$ cat src/hw/rtl/kvt_pkg.sv
// kvt_pkg: shared codes, defaults and types for the key/value table
// used by kvt_cell and key_value_table_newest_first_unit; no dependencies
`default_nettype none

package kvt_pkg;

	localparam int DEPTH_DEFAULT      = 16;
	localparam int VALUE_BITS_DEFAULT = 64;
	localparam int KEY_BITS           = 32;
	localparam int PORT_VALUE_BITS    = 64;

	// command codes
	localparam logic [1:0] CMD_INSERT     = 2'd0;
	localparam logic [1:0] CMD_INSERT_NEW = 2'd1;
	localparam logic [1:0] CMD_LOOKUP     = 2'd2;
	localparam logic [1:0] CMD_REMOVE     = 2'd3;

	// status codes
	localparam logic [1:0] STATUS_DONE = 2'd0;
	localparam logic [1:0] STATUS_NONE = 2'd1;
	localparam logic [1:0] STATUS_FULL = 2'd2;

	// row-wide update strobes sent to every cell
	typedef struct packed {
		logic push;   // shift one cell back, new entry into cell 0
		logic pull;   // close the gap at the newest match
	} kvt_ctrl_t;

endpackage

`default_nettype wire

$ cat src/hw/rtl/kvt_cell.sv
// kvt_cell: one slot of the newest-first table, key/value/occupied plus compare
// depends on kvt_pkg for key width and the control struct
`default_nettype none

module kvt_cell #(
	parameter int VALUE_BITS = kvt_pkg::VALUE_BITS_DEFAULT
) (
	input  wire                              clk,
	input  wire                              arst_n,
	input  wire                              cmp_en,
	input  wire [kvt_pkg::KEY_BITS-1:0]      cmp_key,
	input  wire kvt_pkg::kvt_ctrl_t          ctrl,
	input  wire [kvt_pkg::KEY_BITS-1:0]      prev_key,
	input  wire [VALUE_BITS-1:0]             prev_val,
	input  wire                              prev_occ,
	input  wire [kvt_pkg::KEY_BITS-1:0]      next_key,
	input  wire [VALUE_BITS-1:0]             next_val,
	input  wire                              next_occ,
	input  wire                              hit_in,
	output logic                             hit_out,
	input  wire [VALUE_BITS-1:0]             vsel_in,
	output logic [VALUE_BITS-1:0]            vsel_out,
	output logic [kvt_pkg::KEY_BITS-1:0]     key_q,
	output logic [VALUE_BITS-1:0]            val_q,
	output logic                             occ_q
);

	logic match_q;
	logic sel;
	logic shift_fwd;

	// newest match is the first occupied match down the row
	assign sel       = occ_q & match_q & ~hit_in;
	assign hit_out   = hit_in | (occ_q & match_q);
	assign vsel_out  = vsel_in | (sel ? val_q : '0);
	assign shift_fwd = ctrl.pull & (hit_in | sel);

	always_ff @(posedge clk or negedge arst_n) begin
		if (!arst_n) begin
			occ_q <= 1'b0;
		end else if (ctrl.push) begin
			occ_q <= prev_occ;
		end else if (shift_fwd) begin
			occ_q <= next_occ;
		end
	end

	always_ff @(posedge clk) begin
		if (cmp_en) begin
			match_q <= (key_q == cmp_key);
		end
		if (ctrl.push) begin
			key_q <= prev_key;
			val_q <= prev_val;
		end else if (shift_fwd) begin
			key_q <= next_key;
			val_q <= next_val;
		end
	end

endmodule

`default_nettype wire

$ cat src/hw/rtl/key_value_table_newest_first_unit.sv
// key_value_table_newest_first_unit: newest-first associative key/value table
// built as a row of kvt_cell slots; depends on kvt_pkg and kvt_cell
// the command word waits in the command stage while every cell compares its key, then
//   executes into the result register once that register is free or being drained
// one command in flight: the next command word is taken only after the compare in every
//   cell and the update that walks the hit chain and shifts the row
// reset: arst_n clears the occupancy of every cell (table empty) and the handshakes;
//   key and value contents are not cleared
`default_nettype none

module key_value_table_newest_first_unit #(
	parameter int DEPTH      = kvt_pkg::DEPTH_DEFAULT,
	parameter int VALUE_BITS = kvt_pkg::VALUE_BITS_DEFAULT
) (
	input  wire          clk,
	input  wire          arst_n,
	// command side
	input  wire          s_tvalid,
	output logic         s_tready,
	input  wire  [95:0]  s_tdata,   // key [31:0], value_in [95:32]
	input  wire  [1:0]   s_tuser,   // command [1:0]
	// result side
	output logic         m_tvalid,
	input  wire          m_tready,
	output logic [63:0]  m_tdata,   // value_out [63:0]
	output logic [2:0]   m_tuser    // found [0], status [2:1]
);

	localparam int KB = kvt_pkg::KEY_BITS;

	// command stage: holds the word while every cell compares its key
	logic                  op_valid_s1;
	logic [1:0]            op_cmd_s1;
	logic [KB-1:0]         op_key_s1;
	logic [VALUE_BITS-1:0] op_val_s1;

	// result register
	logic                  m_tvalid_q;
	logic [63:0]           m_tdata_q;
	logic [2:0]            m_tuser_q;

	logic                  accept;
	logic                  exec;
	logic                  hit;
	logic                  full;
	logic [1:0]            status;
	kvt_pkg::kvt_ctrl_t    ctrl;

	// row wiring
	logic [KB-1:0]         key_w  [DEPTH];
	logic [VALUE_BITS-1:0] val_w  [DEPTH];
	logic [DEPTH-1:0]      occ_vec;
	logic [DEPTH:0]        hit_chain;
	logic [VALUE_BITS-1:0] vsel_chain [DEPTH+1];

	// one command in flight: a new word is taken once the previous one has executed
	assign s_tready = ~op_valid_s1;
	assign accept   = s_tvalid & s_tready;
	// the update happens only when the result register is free or being drained
	assign exec     = op_valid_s1 & (~m_tvalid_q | m_tready);

	assign hit  = hit_chain[DEPTH];
	assign full = occ_vec[DEPTH-1];

	assign hit_chain[0]  = 1'b0;
	assign vsel_chain[0] = '0;

	always_ff @(posedge clk or negedge arst_n) begin
		if (!arst_n) begin
			op_valid_s1 <= 1'b0;
		end else if (accept) begin
			op_valid_s1 <= 1'b1;
		end else if (exec) begin
			op_valid_s1 <= 1'b0;
		end
	end

	always_ff @(posedge clk) begin
		if (accept) begin
			op_cmd_s1 <= s_tuser;
			op_key_s1 <= s_tdata[31:0];
			op_val_s1 <= s_tdata[32 +: VALUE_BITS];
		end
	end

	// decide the row update and the status from the hit chain and the fill state
	always_comb begin
		ctrl.push = 1'b0;
		ctrl.pull = 1'b0;
		status    = kvt_pkg::STATUS_DONE;
		case (op_cmd_s1)
			kvt_pkg::CMD_INSERT: begin
				if (full) begin
					status = kvt_pkg::STATUS_FULL;
				end else begin
					ctrl.push = exec;
				end
			end
			kvt_pkg::CMD_INSERT_NEW: begin
				if (hit) begin
					status = kvt_pkg::STATUS_NONE;
				end else if (full) begin
					status = kvt_pkg::STATUS_FULL;
				end else begin
					ctrl.push = exec;
				end
			end
			kvt_pkg::CMD_LOOKUP: begin
				if (!hit) begin
					status = kvt_pkg::STATUS_NONE;
				end
			end
			kvt_pkg::CMD_REMOVE: begin
				if (hit) begin
					ctrl.pull = exec;
				end else begin
					status = kvt_pkg::STATUS_NONE;
				end
			end
			default: begin
				status = kvt_pkg::STATUS_NONE;
			end
		endcase
	end

	// the cell row: each slot hands its entry to the neighbor behind on insert
	// and takes the one behind it on remove at or past the newest match
	for (genvar i = 0; i < DEPTH; i++) begin : g_cell
		logic [KB-1:0]         prev_key;
		logic [VALUE_BITS-1:0] prev_val;
		logic                  prev_occ;
		logic [KB-1:0]         next_key;
		logic [VALUE_BITS-1:0] next_val;
		logic                  next_occ;

		if (i == 0) begin : g_head
			assign prev_key = op_key_s1;
			assign prev_val = op_val_s1;
			assign prev_occ = 1'b1;
		end else begin : g_body
			assign prev_key = key_w[i-1];
			assign prev_val = val_w[i-1];
			assign prev_occ = occ_vec[i-1];
		end

		if (i == DEPTH-1) begin : g_tail
			assign next_key = '0;
			assign next_val = '0;
			assign next_occ = 1'b0;
		end else begin : g_inner
			assign next_key = key_w[i+1];
			assign next_val = val_w[i+1];
			assign next_occ = occ_vec[i+1];
		end

		kvt_cell #(
			.VALUE_BITS (VALUE_BITS)
		) u_cell (
			.clk      (clk),
			.arst_n   (arst_n),
			.cmp_en   (accept),
			.cmp_key  (s_tdata[31:0]),
			.ctrl     (ctrl),
			.prev_key (prev_key),
			.prev_val (prev_val),
			.prev_occ (prev_occ),
			.next_key (next_key),
			.next_val (next_val),
			.next_occ (next_occ),
			.hit_in   (hit_chain[i]),
			.hit_out  (hit_chain[i+1]),
			.vsel_in  (vsel_chain[i]),
			.vsel_out (vsel_chain[i+1]),
			.key_q    (key_w[i]),
			.val_q    (val_w[i]),
			.occ_q    (occ_vec[i])
		);
	end

	// result register
	always_ff @(posedge clk or negedge arst_n) begin
		if (!arst_n) begin
			m_tvalid_q <= 1'b0;
		end else if (exec) begin
			m_tvalid_q <= 1'b1;
		end else if (m_tready) begin
			m_tvalid_q <= 1'b0;
		end
	end

	always_ff @(posedge clk) begin
		if (exec) begin
			// only a lookup returns the matched value word
			if (op_cmd_s1 == kvt_pkg::CMD_LOOKUP) begin
				m_tdata_q <= kvt_pkg::PORT_VALUE_BITS'(vsel_chain[DEPTH]);
			end else begin
				m_tdata_q <= '0;
			end
			m_tuser_q <= {status, hit};
		end
	end

	assign m_tvalid = m_tvalid_q;
	assign m_tdata  = m_tdata_q;
	assign m_tuser  = m_tuser_q;

`ifndef SYNTHESIS
	// a command never both inserts and removes
	a_push_pull_excl: assert property (@(posedge clk) disable iff (!arst_n)
		!(ctrl.push && ctrl.pull))
		else $error("insert and remove strobes both high");

	// occupied cells always form a block at the front of the row
	a_occ_thermo: assert property (@(posedge clk) disable iff (!arst_n)
		(occ_vec & (occ_vec + DEPTH'(1))) == '0)
		else $error("occupancy has a gap");

	// a fresh result only follows an executing command
	a_result_source: assert property (@(posedge clk) disable iff (!arst_n)
		$rose(m_tvalid) |-> $past(op_valid_s1))
		else $error("result word without a command");

	// compare results must not be overwritten by a second word before execution
	a_one_in_flight: assert property (@(posedge clk) disable iff (!arst_n)
		accept |=> !s_tready)
		else $error("second word taken during compare");
`endif

endmodule

`default_nettype wire
$ cat config.mk
export PLATFORM = sky130hd
export DESIGN_NAME = key_value_table_newest_first_unit
export DESIGN_NICKNAME = d
export VERILOG_FILES = /design/src/hw/rtl/kvt_pkg.sv /design/src/hw/rtl/kvt_cell.sv /design/src/hw/rtl/key_value_table_newest_first_unit.sv
export SDC_FILE = /design/constraint.sdc
export NUM_CORES = 2
export LEC_CHECK = 0
export BUFFER_PORTS_ARGS = -buffer_cell sky130_fd_sc_hd__buf_2
export CAP_MARGIN = 20
export CORE_AREA = 2 2 438 397
export CTS_CLUSTER_DIAMETER = 200
export DETAILED_ROUTE_END_ITERATION = 7
export DIE_AREA = 0 0 440 399
export PLACE_DENSITY = 0.66
export SKIP_CTS_REPAIR_TIMING = 1
export SYNTH_ARGS = -nofsm -noshare
export SYNTH_HDL_FRONTEND = slang
export SYNTH_SLANG_ARGS = --single-unit
export TNS_END_PERCENT = 10
$ cat constraint.sdc
create_clock -name clk -period 22.4 [get_ports clk]
set_input_delay 2.24 -clock clk [delete_from_list [all_inputs] [get_ports clk]]
set_output_delay 2.24 -clock clk [all_outputs]
set_load 0.05 [all_outputs]
Word level (Yosys, flattened, before mapping)
Index checks and enable logic that the tools add are counted.
{ "word_totals": {"register_bits": 1735, "in_bits": 102, "out_inout_bits": 69, "word_cells": 347} }
{ "classes": {"n_eq_ne": 19, "n_mux": 125, "n_bitwise": 112, "reduce_logical": 20} }
{ "op_table": {"columns": ["operator", "count"], "rows": [
  ["$mux 64", 48],
  ["$mux 32", 32],
  ["$or 64x64->64", 15],
  ["$eq 32x32->1", 16],
  ["$and 1x1->1", 49],
  ["$mux 1", 41],
  ["$reduce_bool 2->1", 18],
  ["$or 1x1->1", 31],
  ["$not 1->1", 17],
  ["$pmux 2 s3", 1],
  ["$eq 2x2->1 const B", 2],
  ["$mux 2", 2],
  ["$eq 2x1->1 const B", 1],
  ["$logic_not 2->1", 1],
  ["$pmux 1 s2", 1],
  ["$reduce_or 2->1", 1]
]} }

Depth between registers and ports, before layout
{ "depth": {"word_depth": 21, "ltp_mapped": 10, "mapped_depth_nobuf": 5} }

By module
Synthesis repeated with hierarchy kept, for this count alone.
{ "hier_totals": {"cells_unflattened": 5456, "area_unflattened_um2": 87566.5} }
{ "modules_own_cells": {"columns": ["mod", "n_inst", "cells_per_inst", "area_each_um2", "seq_area_each_um2"], "rows": [
  ["kvt_cell", 16, 325, 5119.9, 2937.8],
  ["key_value_table_newest_first_unit", 1, 256, 5647.9, 5004.8]
]} }

Least setup slack after synthesis
No wires, ideal clock.
{ "synth_timing": {"path_type": "input to register", "start": "input m_tready", "end": "register g_cell[10].u_cell.key_q[0] (netlist bit), enable pin", "setup_time_ns": 0.683, "arrival_time_ns": 9.809, "required_time_ns": 21.717, "slack_ns": 11.908, "cell_stages": 5, "path_buffers": 1, "path_cell_list": "nand2b_1 and4_1 clkbuf_1 o31ai_1 o21ai_0"} }
{ "synth_between": {"elab_chain_cells": 6, "elab_cells_between_ends": 9, "classes_between": "5 x mux; 3 x bitwise; 1 x reduce/logical"} }
{ "synth_lines": {"columns": ["item", "line", "rtl"], "rows": [
  ["start, declared", "key_value_table_newest_first_unit.sv:24", "input wire m_tready,"],
  ["$or 1x1->1 (*)", "key_value_table_newest_first_unit.sv:60", "assign exec = op_valid_s1 & (~m_tvalid_q | m_tready);"],
  ["$and 1x1->1 (*)", "key_value_table_newest_first_unit.sv:60", null],
  ["$mux 1 (on tied branches)", "key_value_table_newest_first_unit.sv:93, key_value_table_newest_first_unit.sv:102, key_value_table_newest_first_unit.sv:114", null],
  ["$mux 1 (on tied branches)", "key_value_table_newest_first_unit.sv:100, key_value_table_newest_first_unit.sv:91", null],
  ["$pmux 1 s2 / $and 1x1->1 (equally long branches)", "key_value_table_newest_first_unit.sv:91, kvt_cell.sv:36", null],
  ["$reduce_bool 2->1 (no source line) (*)", null, null],
  ["end signal, assigned", "kvt_cell.sv:53", "key_q <= prev_key;"],
  ["end signal, assigned", "kvt_cell.sv:56", "key_q <= next_key;"],
  ["end, declared", "kvt_cell.sv:23", "output logic [kvt_pkg::KEY_BITS-1:0] key_q,"]
]} }
Mark *: on every way between the ends. The rest lies on a longest branch, timed or not.
A chain may end at the register's enable or synchronous reset.

Final worst setup path
{ "layout_timing": {"start": "register g_cell[7].u_cell.match_q", "end": "register g_cell[3].u_cell.key_q[31] (netlist bit), enable pin"} }
{ "layout_between": {"elab_chain_cells": 14, "elab_cells_between_ends": 16, "classes_between": "4 x mux; 11 x bitwise; 1 x reduce/logical"} }
{ "layout_lines": {"columns": ["item", "line", "rtl"], "rows": [
  ["start, declared", "kvt_cell.sv:28", "logic match_q;"],
  ["start signal, assigned", "kvt_cell.sv:50", "match_q <= (key_q == cmp_key);"],
  ["$and 1x1->1 (*)", "kvt_cell.sv:34", "assign hit_out = hit_in | (occ_q & match_q);"],
  ["$or 1x1->1 (*) (9 in a row)", "kvt_cell.sv:34", null],
  ["$mux 1", "key_value_table_newest_first_unit.sv:114", "if (hit) begin"],
  ["$mux 1", "key_value_table_newest_first_unit.sv:91", "case (op_cmd_s1)"],
  ["$and 1x1->1", "kvt_cell.sv:36", "assign shift_fwd = ctrl.pull & (hit_in | sel);"],
  ["$reduce_bool 2->1 (no source line) (*)", null, null],
  ["end signal, assigned", "kvt_cell.sv:53", null],
  ["end signal, assigned", "kvt_cell.sv:56", null],
  ["end, declared", "kvt_cell.sv:23", null]
]} }
Marks and branches as above.

==> results by group <==
Status
  • Outcome: finished clean

Clocking
  • Skew-Pair Late Insertion Delay: 0.85 ns
  • Clock sink count: 1,735
  • CTS Buffer Depth: 3
  • CTS tree: yes
  • CTS Buf Count: 181
  • Root buf cell: clkbuf_16
  • Clock transition at path regs: 0.06 ns
  • CTS H-tree lvls: 4

Timing
  • Fmax: 140.5 MHz
  • Final Critical Period: 7.119 ns
  • Max-slew headroom: 12.34%
  • Clk_skew: just over 0.05 ns
  • Setup violators final: 0
  • Period utilization: between 30% and 40%
  • Tightest Pin Transition: about 1.3 ns
  • WHS: between 0.5 and 0.6 ns
  • Setup TNS Final: 0 ns
  • RSZ-0062 raised after global routing: false
  • Hold Vio Cnt, Final: 0
  • Final slew viol count: 0

Worst setup path
  • Critical Path Source Type: register
  • Reg2reg setup slack: 15.28 ns
  • Crit path from: g_cell[7].u_cell.match_q
  • Classification of the worst setup path: reg -> reg
  • Crit path max fanout: 78
  • CP required: 22.81 ns
  • Setup crit end: g_cell[3].u_cell.key_q[31]
  • Worst path arrival time: 7.53 ns
  • R2R Path End: g_cell[3].u_cell.key_q[31]
  • Crit end category: register
  • R2R cell count: 10
  • Worst r2r src: g_cell[7].u_cell.match_q

Pwr
  • Logic pwr share: just under 30%
  • Peak supply drop: around 0.11 mV
  • Sw Pwr: 4.595 mW
  • P per Cell Area: 128.6 mW/mm²
  • Sw Ratio: 38.35%
  • Sequential share of power: 45.6%
  • Pint: around 7.4 mW
  • Clock share of power: between 20% and 30%
  • Power, Total: between 10 and 15 mW
  • Pleak: 37.11 nW

Die
  • Die Ht: 399 µm
  • Row count: 144
  • Chip width: 440 µm
  • Initial Util: 49.81%
  • I/O pin count: around 170
  • DIE AREA: 0.1756 mm²
  • Core ar.: 0.1706 mm²

Placement
  • Total placed cells including tap cells: 10,600
  • DPL Wire Length: 162,000 µm
  • DP Area: slightly below 0.09 mm²
  • Last weighted congestion value of the routability-driven placer: 0.9075
  • IO Port Bufs: 170

Detailed routing
  • Via count: 67,220
  • DR WL/cell: 25.45 µm
  • Post-Route WL: 278,300 µm
  • DR DRC count: 0
  • Drt via density: a little over 6
  • Final antenna-violating net count: 0
  • First-pass detailed-route iteration total: 8
  • Number of DRC markers in iteration 0: 10,770

Synth
  • Synthesized area: roughly 0.085 mm²
  • Syn avg cell area: 9.798 µm²
  • Leading cell types by count after synthesis: 4,208 x nand2_1, 1,717 x edfxtp_1, 512 x xor2_1
  • Cells after Synth: 8,674
  • Number of synthesized flops with an enable pin: 1,717
  • Most common cell in the netlist: nand2_1
  • Post-synth top area share: between 60% and 70%
  • Synth warn: 0
  • Seq/Total Area, Yosys: 61.20%
  • Syn_nets: 8,776
  • Share of flip-flops with an asynchronous set or reset: 1.037%
  • Library cell with the largest summed area after synthesis: edfxtp_1
  • Post-synth top flop: edfxtp_1
  • Post-synth cell types: 42
  • Synth area leaders: edfxtp_1 61%, nand2_1 19%, xor2_1 5.3%, clkbuf_1 2.2%, a31oi_1 1.8%
  • FF+latch count, synth: 1,735

GRT
  • GRT Total Usage: a little under a third
  • Largest net degree at the start of global routing: 232
  • Grt total ovfl: 0
  • Vias in the first global route: approximately 63,000
  • Initial antenna violation count: 7
  • First-pass GRT wire length: 409,200 µm

Layout
  • Area added between synthesis and finish: 9.664%
  • Final instance area: 0.09320 mm²
  • Area of the multi-input gates: 0.03057 mm²
  • Sequential Area: 0.05201 mm²
  • Fillers: between 10,000 and 15,000
  • Non-Filler Instances: 10,940
  • Nets: around 8,600
  • Layout cells sized above 1: about 6.6%

Min path
  • Hold Crit Class: reg -> reg

Run
  • # Max-Cap Violations: 0
[metrics by stage]
stage	setup slack, ns	utilization (%)
floorplan	11.91	-
global placement	15.22	51.22
detailed placement	15.17	51.23
CTS	15.60	54.61
global route	15.27	54.62
finish	15.28	54.62
[worst min path at each step]
stage,start,endpoint,slack [ns],depth (start not counted)
finish,g_cell[0].prev_val[59],g_cell[0].u_cell.val_q[59],0.50,2
global route,g_cell[0].prev_val[60],g_cell[0].u_cell.val_q[60],0.52,2
CTS,g_cell[0].prev_key[23],g_cell[0].u_cell.key_q[23],0.51,2
detailed placement,g_cell[0].prev_val[43],g_cell[0].u_cell.val_q[43],0.49,2
global placement,g_cell[0].prev_key[18],g_cell[0].u_cell.key_q[18],0.49,2
floorplan,g_cell[0].prev_key[0],g_cell[0].u_cell.key_q[0],0.48,2
[power groups by stage]
stage / logic, mW / clock network [mW] / registers [mW]
after floorplan: 2.05 / 0 / 5.56
after global placement: 3.33 / 0 / 5.49
after detailed placement: 3.41 / 0 / 5.50
after CTS: 3.42 / 3.03 / 5.44
after global routing: 3.74 / 3.15 / 5.54
final: 3.50 / 3.01 / 5.47
[cells by family after synthesis]
group / after synthesis / share of synthesized area (%)
AO/OA/AOI/OAI: 818 / 6.889
XOR/XNOR: 512 / 5.277
buffers and inverters: 683 / 3.174
flip-flops: 1735 / 61.20
multiplexers: 8 / 0.09423
AND/OR/NAND/NOR: 4918 / 23.37
[placed cells by master, fill, tap and decap left out, types with 4 or more instances in the layout]
cell and n:
a211oi_1 63, a21oi_1 20, a222oi_1 16, a22o_1 128, a22oi_1 54, a31oi_1 242, a32o_1 63, and2_1 98
and2_4 4, and3_1 129, buf_12 7, buf_2 171, buf_4 100, bufinv_16 14, clkbuf_1 35, clkbuf_16 183
clkinv_1 48, clkinv_2 26, clkinvlp_4 6, dfrtp_1 14, dfrtp_2 4, diode_2 6, edfxtp_1 1717, inv_1 68
inv_16 4, inv_6 4, mux2i_1 8, nand2_1 4195, nand2_4 13, nand3_1 67, nand4_1 35, nand4b_1 4
nor2_1 93, nor3_1 67, nor4_1 191, o21ai_0 148, o21ai_4 8, o221ai_1 63, o32ai_1 4, xor2_1 512
[metal layers]
layer	vias to the layer above	wire length, µm	global-route usage [%]
met3	706	36130	6.540
met2	4641	120500	45.93
met5	-	13	0
met4	2	11060	11.75
met1	32450	110600	45.05
li1	29420	-	-
[final cells by class]
class | instances | area share (%)
timing repair buffer | 278 | 1.874
inverter | 68 | 0.2739
clock inverter | 108 | 1.082
sequential | 1735 | 55.81
clock buffer | 221 | 5.099
tap | 2263 | 3.038
multi-input combinational | 6256 | 32.81
antenna | 6 | 0.01611
[state kept, by name, indices dropped and copies added (netlist names)]
signal                 flops
op_valid_s1                1
m_tuser                    3
g_cell.prev_key           32
g_cell.u_cell.key_q      512
op_cmd_s1                  2
g_cell.u_cell.match_q     16
m_tdata                   64
g_cell.prev_val           64
m_tvalid                   1
g_cell.u_cell.occ_q       16
g_cell.u_cell.val_q     1024
[critical path, cell delays in order, from the launching register on]
cell and delay [ns]:
edfxtp_1 0.32, buf_4 0.57, nand2_4 0.59, nand4_1 0.34
buf_4 0.65, o31a_2 0.26, buf_4 0.64, buf_4 0.77
buf_4 0.81, nand2_4 0.71, buf_4 0.69
No activity file was read; power rests on OpenSTA's default activity.
